==> src/rtl/ptb_pkg.sv <==
// Shared constants and types for the periodic timer bank.
// No dependencies; imported by every module of the block.
package ptb_pkg;

    // Number of timers in the bank (1 to 8)
    localparam int TIMER_COUNT = 8;

    // Field widths
    localparam int OP_W    = 2;
    localparam int INDEX_W = 8;
    localparam int VALUE_W = 32;
    localparam int MASK_W  = 8;

    // Opcodes
    localparam logic [OP_W-1:0] OP_TICK  = 2'd0;
    localparam logic [OP_W-1:0] OP_START = 2'd1;
    localparam logic [OP_W-1:0] OP_STOP  = 2'd2;

    // Commands from the controller to the datapath
    typedef struct packed {
        logic exec;     // a beat is accepted this cycle
        logic tick;     // advance the tick total and all active timers
        logic start;    // load counter and reload of the indexed timer
        logic stop;     // clear counter and reload of the indexed timer
        logic reject;   // start or stop named a timer that does not exist
    } ptb_cmd_t;

endpackage

==> src/rtl/ptb_ctrl.sv <==
// Controller of the periodic timer bank: handshake state and opcode decode.
// Depends on ptb_pkg.
module ptb_ctrl
    import ptb_pkg::*;
(
    input  logic               clk,
    input  logic               rst_n,
    input  logic               in_valid,
    output logic               in_ready,
    input  logic [OP_W-1:0]    opcode,
    input  logic [INDEX_W-1:0] timer_index,
    output logic               out_valid,
    input  logic               out_ready,
    output ptb_cmd_t           cmd
);

    localparam logic ST_EMPTY = 1'b0;
    localparam logic ST_FULL  = 1'b1;

    logic state_reg;
    logic state_next;
    logic accept;
    logic index_bad;

    // Take a beat whenever the result register is free or being drained
    assign in_ready  = (state_reg == ST_EMPTY) || out_ready;
    assign out_valid = (state_reg == ST_FULL);
    assign accept    = in_valid && in_ready;

    // Decode the accepted beat
    assign index_bad = (timer_index >= INDEX_W'(TIMER_COUNT));

    always_comb
    begin
        cmd        = '0;
        cmd.exec   = accept;
        case (opcode)
            OP_TICK:
            begin
                cmd.tick = accept;
            end
            OP_START:
            begin
                cmd.start  = accept && !index_bad;
                cmd.reject = index_bad;
            end
            OP_STOP:
            begin
                cmd.stop   = accept && !index_bad;
                cmd.reject = index_bad;
            end
            default:
            begin
                cmd.reject = 1'b0;
            end
        endcase
    end

    // Track whether the result register holds an undelivered beat
    always_comb
    begin
        state_next = state_reg;
        unique case (state_reg)
            ST_EMPTY:
            begin
                if (accept)
                begin
                    state_next = ST_FULL;
                end
            end
            ST_FULL:
            begin
                if (accept)
                begin
                    state_next = ST_FULL;
                end
                else if (out_ready)
                begin
                    state_next = ST_EMPTY;
                end
            end
            default:
            begin
                state_next = ST_EMPTY;
            end
        endcase
    end

    always_ff @(posedge clk or negedge rst_n)
    begin
        if (!rst_n)
        begin
            state_reg <= ST_EMPTY;
        end
        else
        begin
            state_reg <= state_next;
        end
    end

endmodule

==> src/rtl/ptb_datapath.sv <==
// Datapath of the periodic timer bank: timer counters, reloads, tick total
// and the result register. Depends on ptb_pkg.
module ptb_datapath
    import ptb_pkg::*;
(
    input  logic               clk,
    input  logic               rst_n,
    input  ptb_cmd_t           cmd,
    input  logic [INDEX_W-1:0] timer_index,
    input  logic [VALUE_W-1:0] period_ticks,
    output logic [MASK_W-1:0]  expired_mask,
    output logic [VALUE_W-1:0] tick_count,
    output logic               rejected
);

    logic [VALUE_W-1:0] countdown_reg [TIMER_COUNT];
    logic [VALUE_W-1:0] countdown_next [TIMER_COUNT];
    logic [VALUE_W-1:0] reload_reg [TIMER_COUNT];
    logic [VALUE_W-1:0] reload_next [TIMER_COUNT];
    logic [VALUE_W-1:0] tick_total_reg;
    logic [VALUE_W-1:0] tick_total_next;
    logic [MASK_W-1:0]  mask_reg;
    logic [MASK_W-1:0]  mask_next;
    logic               rejected_reg;

    // Advance every active timer on a tick, or load/clear the named one
    always_comb
    begin
        logic [VALUE_W-1:0] dec;
        mask_next = '0;
        dec       = '0;
        for (int t = 0; t < TIMER_COUNT; t++)
        begin
            countdown_next[t] = countdown_reg[t];
            reload_next[t]    = reload_reg[t];
            dec               = countdown_reg[t] - VALUE_W'(1);
            if (cmd.tick && (reload_reg[t] != '0))
            begin
                if (dec == '0)
                begin
                    countdown_next[t] = reload_reg[t];
                    mask_next         = mask_next | (MASK_W'(1) << t);
                end
                else
                begin
                    countdown_next[t] = dec;
                end
            end
            if (timer_index == INDEX_W'(t))
            begin
                if (cmd.start)
                begin
                    countdown_next[t] = period_ticks;
                    reload_next[t]    = period_ticks;
                end
                else if (cmd.stop)
                begin
                    countdown_next[t] = '0;
                    reload_next[t]    = '0;
                end
            end
        end
    end

    assign tick_total_next = tick_total_reg + VALUE_W'(1);

    // Hold timer state and the tick total
    always_ff @(posedge clk or negedge rst_n)
    begin
        if (!rst_n)
        begin
            for (int t = 0; t < TIMER_COUNT; t++)
            begin
                countdown_reg[t] <= '0;
                reload_reg[t]    <= '0;
            end
            tick_total_reg <= '0;
        end
        else
        begin
            for (int t = 0; t < TIMER_COUNT; t++)
            begin
                countdown_reg[t] <= countdown_next[t];
                reload_reg[t]    <= reload_next[t];
            end
            if (cmd.tick)
            begin
                tick_total_reg <= tick_total_next;
            end
        end
    end

    // Capture the result of each accepted beat
    always_ff @(posedge clk)
    begin
        if (cmd.exec)
        begin
            mask_reg     <= mask_next;
            rejected_reg <= cmd.reject;
        end
    end

    // The tick total changes only on an accepted beat, so it is the result field
    assign expired_mask = mask_reg;
    assign tick_count   = tick_total_reg;
    assign rejected     = rejected_reg;

endmodule

==> src/rtl/periodic_timer_bank_unit.sv <==
// Periodic timer bank, top level.
// The input channel carries one command per beat: opcode (tick, start, stop),
// timer_index and period_ticks, under in_valid / in_ready.
// The output channel returns one result per command: expired_mask,
// tick_count and rejected, under out_valid / out_ready.
// A tick bumps the tick total and decrements every timer with a nonzero
// reload; a timer reaching zero reloads and sets its mask bit. A start loads
// counter and reload of one timer, a stop clears both; an index beyond the
// bank is ignored and flagged as rejected.
// The result is valid in the cycle after the command is accepted. Throughput
// is one command per cycle while out_ready is high: all timers are registers
// updated in parallel, and the single result register is refilled in the
// cycle it is drained. While the receiver stalls, the result holds and
// in_ready drops once the result register is full.
// Reset clears all counters, reloads and the tick total, leaving every timer
// inactive, and empties the result register.
module periodic_timer_bank_unit
    import ptb_pkg::*;
(
    input  logic               clk,
    input  logic               rst_n,
    input  logic               in_valid,
    output logic               in_ready,
    input  logic [OP_W-1:0]    opcode,
    input  logic [INDEX_W-1:0] timer_index,
    input  logic [VALUE_W-1:0] period_ticks,
    output logic               out_valid,
    input  logic               out_ready,
    output logic [MASK_W-1:0]  expired_mask,
    output logic [VALUE_W-1:0] tick_count,
    output logic               rejected
);

    ptb_cmd_t cmd;

    ptb_ctrl u_ctrl (
        .clk         (clk),
        .rst_n       (rst_n),
        .in_valid    (in_valid),
        .in_ready    (in_ready),
        .opcode      (opcode),
        .timer_index (timer_index),
        .out_valid   (out_valid),
        .out_ready   (out_ready),
        .cmd         (cmd)
    );

    ptb_datapath u_datapath (
        .clk          (clk),
        .rst_n        (rst_n),
        .cmd          (cmd),
        .timer_index  (timer_index),
        .period_ticks (period_ticks),
        .expired_mask (expired_mask),
        .tick_count   (tick_count),
        .rejected     (rejected)
    );

`ifndef ASSERT_OFF
    // An accepted tick advances the reported total by one
    a_tick_advances: assert property (@(posedge clk) disable iff (!rst_n)
        (in_valid && in_ready && (opcode == OP_TICK))
        |=> (tick_count == $past(tick_count) + VALUE_W'(1)))
        else $error("tick did not advance tick_count");

    // Any other accepted beat leaves the total alone
    a_cmd_keeps_total: assert property (@(posedge clk) disable iff (!rst_n)
        (in_valid && in_ready && (opcode != OP_TICK)) |=> $stable(tick_count))
        else $error("non-tick beat changed tick_count");

    // A rejected command never reports expiries
    a_reject_no_mask: assert property (@(posedge clk) disable iff (!rst_n)
        (out_valid && rejected) |-> (expired_mask == '0))
        else $error("rejected result carries an expiry mask");

    // An empty result register always takes a beat
    a_ready_when_empty: assert property (@(posedge clk) disable iff (!rst_n)
        !out_valid |-> in_ready)
        else $error("input stalled with empty result register");
`endif

endmodule
==> config.mk <==
export PLATFORM = sky130hd
export DESIGN_NAME = periodic_timer_bank_unit
export DESIGN_NICKNAME = d
export VERILOG_FILES = /design/src/rtl/ptb_pkg.sv /design/src/rtl/ptb_ctrl.sv /design/src/rtl/ptb_datapath.sv /design/src/rtl/periodic_timer_bank_unit.sv
export SDC_FILE = /design/constraint.sdc
export NUM_CORES = 1
export LEC_CHECK = 0
export BUFFER_PORTS_ARGS = -buffer_cell sky130_fd_sc_hd__buf_2
export CORE_MARGIN = 2
export CORE_UTILIZATION = 30
export DETAILED_ROUTE_END_ITERATION = 12
export GPL_ROUTABILITY_DRIVEN = 0
export GPL_TIMING_DRIVEN = 0
export PLACE_DENSITY = 0.48
export SYNTH_ARGS = -nofsm -noshare
export SYNTH_HDL_FRONTEND = slang
export SYNTH_HIERARCHICAL = 1
export SYNTH_SLANG_ARGS = --single-unit
==> constraint.sdc <==
create_clock -name clk -period 4.65 [get_ports clk]
set_input_delay 0.93 -clock clk [delete_from_list [all_inputs] [get_ports clk]]
set_output_delay 0.93 -clock clk [all_outputs]
set_load 0.01 [all_outputs]
==> summary.txt <==
CTS
  • CTS Sinks: roughly 550
  • CTS tree: yes
  • Post-CTS Setup Bufs: 0
  • TritonCTS buffer count: 68
  • CTS max path bufs: 3
  • CTS hold repair buffers: 0
  • Clock Latency Late Sink: 0.62 ns
  • Reg clk slew, reported paths: 0.06 ns
  • Root Buffer: clkbuf_16
  • H-tree depth: 3

Detailed routing
  • Via-to-Cell Ratio: 5.818
  • Initial DRC count: about 3,300
  • DR DRC count: 0
  • Drt first pass iters: 6
  • Vias: 30,322
  • Routed Antenna Nets: 0
  • DR WL/cell: 25.08 um
  • Final wirelength: 130,700 um

Power and ir drop
  • Lkg Pwr: 15.58 nW
  • Clk network pwr share: 41.4%
  • Tot Pwr: 13.18 mW
  • Worst vdd ir: roughly 0.27 mV
  • Sw power: 3.989 mW
  • Switching share of power: between 30% and 40%
  • Cell-internal power: 9.189 mW
  • Flop pwr share: 40.5%
  • PwrDens: 365.7 mW/mm^2
  • Combinational cell fraction of total power: 18.0%

Yosys
  • Synth warn: 6
  • Top cells by count, synth: dfrtp_1 (545), o21ai_0 (446), nand2_1 (365)
  • FFs w/ async S/R, synth: 98.38%
  • Syn_nets: 3,685
  • Post-synth top flop: dfrtp_1
  • Mapped Cells: 3,619
  • Post-Syn Area per Cell: 8.669 um^2
  • Area leader, netlist: dfrtp_1
  • Share of the synthesized area in the top cell type: 43.47%
  • Post-synthesis cell area: 0.03137 mm^2
  • Largest cells by area after synthesis: dfrtp_1 (43%), o21ai_0 (7.1%), nand2_1 (4.4%)
  • Synth cell types: 85
  • Number of synthesized flops with an enable pin: 9
  • Sequential area share after synthesis: between 40% and 50%
  • Top-count cell post-synth: dfrtp_1
  • Register bit count reported by yosys: 554

Placement
  • Pre-CTS setup slack: -0.9823 ns
  • DP Area: 0.03376 mm^2
  • Hpwl dp: 91,830 um
  • Placed instance count: between 5,000 and 6,000
  • Port buffer count: 86

STA
  • RSZ-0062 raised after global routing: false
  • Post-layout min period: 4.606 ns
  • Final Hold Viols: 0
  • Tcrit/Tclk final: between 90 and 100%
  • Achievable frequency: 0.2171 GHz
  • Final setup viols: 0
  • Worst hold margin: about 0.29 ns
  • Max_slew headroom: 0.01015%
  • Worst Skew: about 0.028 ns
  • Post-layout worst setup margin: 0.04393 ns
  • Tightest Pin Transition: 1.500 ns
  • Final slew viol count: 0

Worst setup path
  • Cell chain of the critical path: buf_2 > or4b_1 > nor4b_1 > clkbuf_1 > clkbuf_1 > nand2_1 > clkbuf_1 > o21ai_0
  • CP startpoint: timer_index[7]
  • CP max stage delay: 0.86 ns
  • Startpoint type of the worst setup path: input port
  • Critical path's top delay family: buffers and inverters
  • Crit path kind: input port to flop
  • RR Startpoint: u_datapath/countdown_reg[98]
  • CP bufs+invs: 4
  • Worst setup EP type: flop
  • Worst path depth: 8
  • Worst path slowest cell: clkbuf_1
  • CP max FO: 10
  • Critical path arrival: just over 5 ns
  • Register-to-Register Path Depth: 9
  • Critical path required time: roughly 5 ns
  • Most used cell along the critical path: clkbuf_1

Global routing
  • Total global routing overflow: 0
  • First-pass GRT wire length: 195,100 um
  • Antenna violations before repair: 9
  • Tot GR Track Use: roughly a quarter
  • Largest net degree at the start of global routing: 110
  • Vias in the first global route: 29,013

Run
  • Max_cap viols: 1

Floorplanning
  • Die area: 0.1072 mm^2
  • I/O pin count: 89
  • Initial Util: a little under a third
  • Die W: 327.4 um
  • Num rows: about 120
  • Core Region: 0.1036 mm^2
  • Die span in y: 327.4 um

Outcome
  • Status: finished, violations left
  • Failing checks: max-capacitance violations

Finish
  • Final instance area: 0.03603 mm^2
  • Area delta synth->final: 14.84%
  • Non-Filler Instances: 5,212
  • Final net count: between 3,000 and 4,000
  • Layout cells sized above 1: 7.546%

Worst hold path
  • Hold crit path type: input port to asynchronous set/reset pin
-- worst paths after layout --
kind	end	slack, ns
setup / recovery	u_datapath/reload_reg[218]	0.04
hold / removal	u_datapath/reload_reg[239]	0.29
setup reg to reg	u_datapath/countdown_reg[115]	0.38
hold reg to reg	u_datapath/tick_count[31]	0.46
max in group asynchronous	u_datapath/countdown_reg[135]	2.49
min in group clk	u_datapath/tick_count[31]	0.46
-- power groups by stage --
stage | clock network, mW | registers (mW) | logic [mW]
finish | 5.46 | 5.34 | 2.38
global route | 5.78 | 5.37 | 2.63
CTS | 5.59 | 5.33 | 2.34
detailed placement | 0 | 5.41 | 2.33
global placement | 0 | 5.42 | 2.30
floorplan | 0 | 5.35 | 1.65
-- cells in the final DEF, fill, tap and decap left out, types with 10 or more instances in the layout --
master,netlist,layout
buf_2,13,98
or3_1,44,44
a211oi_1,34,34
nand2b_1,16,16
inv_1,47,47
nor2_1,256,255
nor3b_1,18,15
nand3_1,126,126
mux2i_1,10,10
o31ai_1,20,20
o22ai_1,157,157
a21o_1,103,103
nor3_1,97,95
clkbuf_16,0,71
clkbuf_1,228,238
clkbuf_8,0,13
or2_2,22,22
o211ai_1,13,13
and3_1,33,33
o21a_1,50,50
ha_1,20,20
or4_1,40,40
xor2_1,104,104
nand4_1,78,78
nor4_2,10,10
a31oi_1,29,29
o21ai_0,446,446
nand4b_1,12,12
dfrtp_1,545,545
a21oi_1,197,197
xnor2_1,110,110
nor4_1,151,151
and2_1,14,14
nor4b_1,20,20
nand2_1,365,365
-- routing by layer --
layer | share of wire, % | global-route usage [%] | vias up | routed length [um]
met5 | 0 | 0 | - | 0
met4 | 3.1 | 7.320 | 0 | 4000
met3 | 7.8 | 4.663 | 190 | 10140
met2 | 43 | 35.93 | 1188 | 56560
met1 | 46 | 34.54 | 15210 | 60040
li1 | - | - | 13734 | -
-- kinds of logic (layout without fill, tap and decap cells) --
logic type                 after synthesis  count (layout)  share of synthesized area, %
muxes                                   17              17                        0.5703
buffers and inverters                  300             511                         3.761
xor gates and xnor gates               214             214                         5.974
other                                    0               2                             0
and+or+nand+nor                       1360            1360                         22.42
adders and majority gates               20              20                        0.7976
AOI/OAI and AO/OA                     1154            1154                         22.15
DFF                                    554             554                         44.33
-- timing repair --
| action | in CTS | in global routing |
|---|---|---|
| resized for setup | 1 | 3 |
| pin swaps | 0 | 0 |
| setup endpoints to repair | 9 | 46 |
-- area by class of cell --
type | count | area (um^2)
antenna | 2 | 5.005
clock buffer | 100 | 2016
inverter | 48 | 180.2
tap | 1380 | 1727
timing repair buffer | 95 | 646.9
clock inverter | 18 | 236.5
multi-input combinational | 2765 | 16310
fill | 10804 | 67610
sequential | 554 | 13910
buffer | 250 | 998.5
-- metrics by stage --
stage	TNS, ns	util (%)
floorplan	0	-
global placement	-5340.28	32.35
finish	0	34.76
global route	0	34.76
CTS	0	34.75
detailed placement	-52.31	32.58
Note: power is estimated with default switching activity, not from simulation.
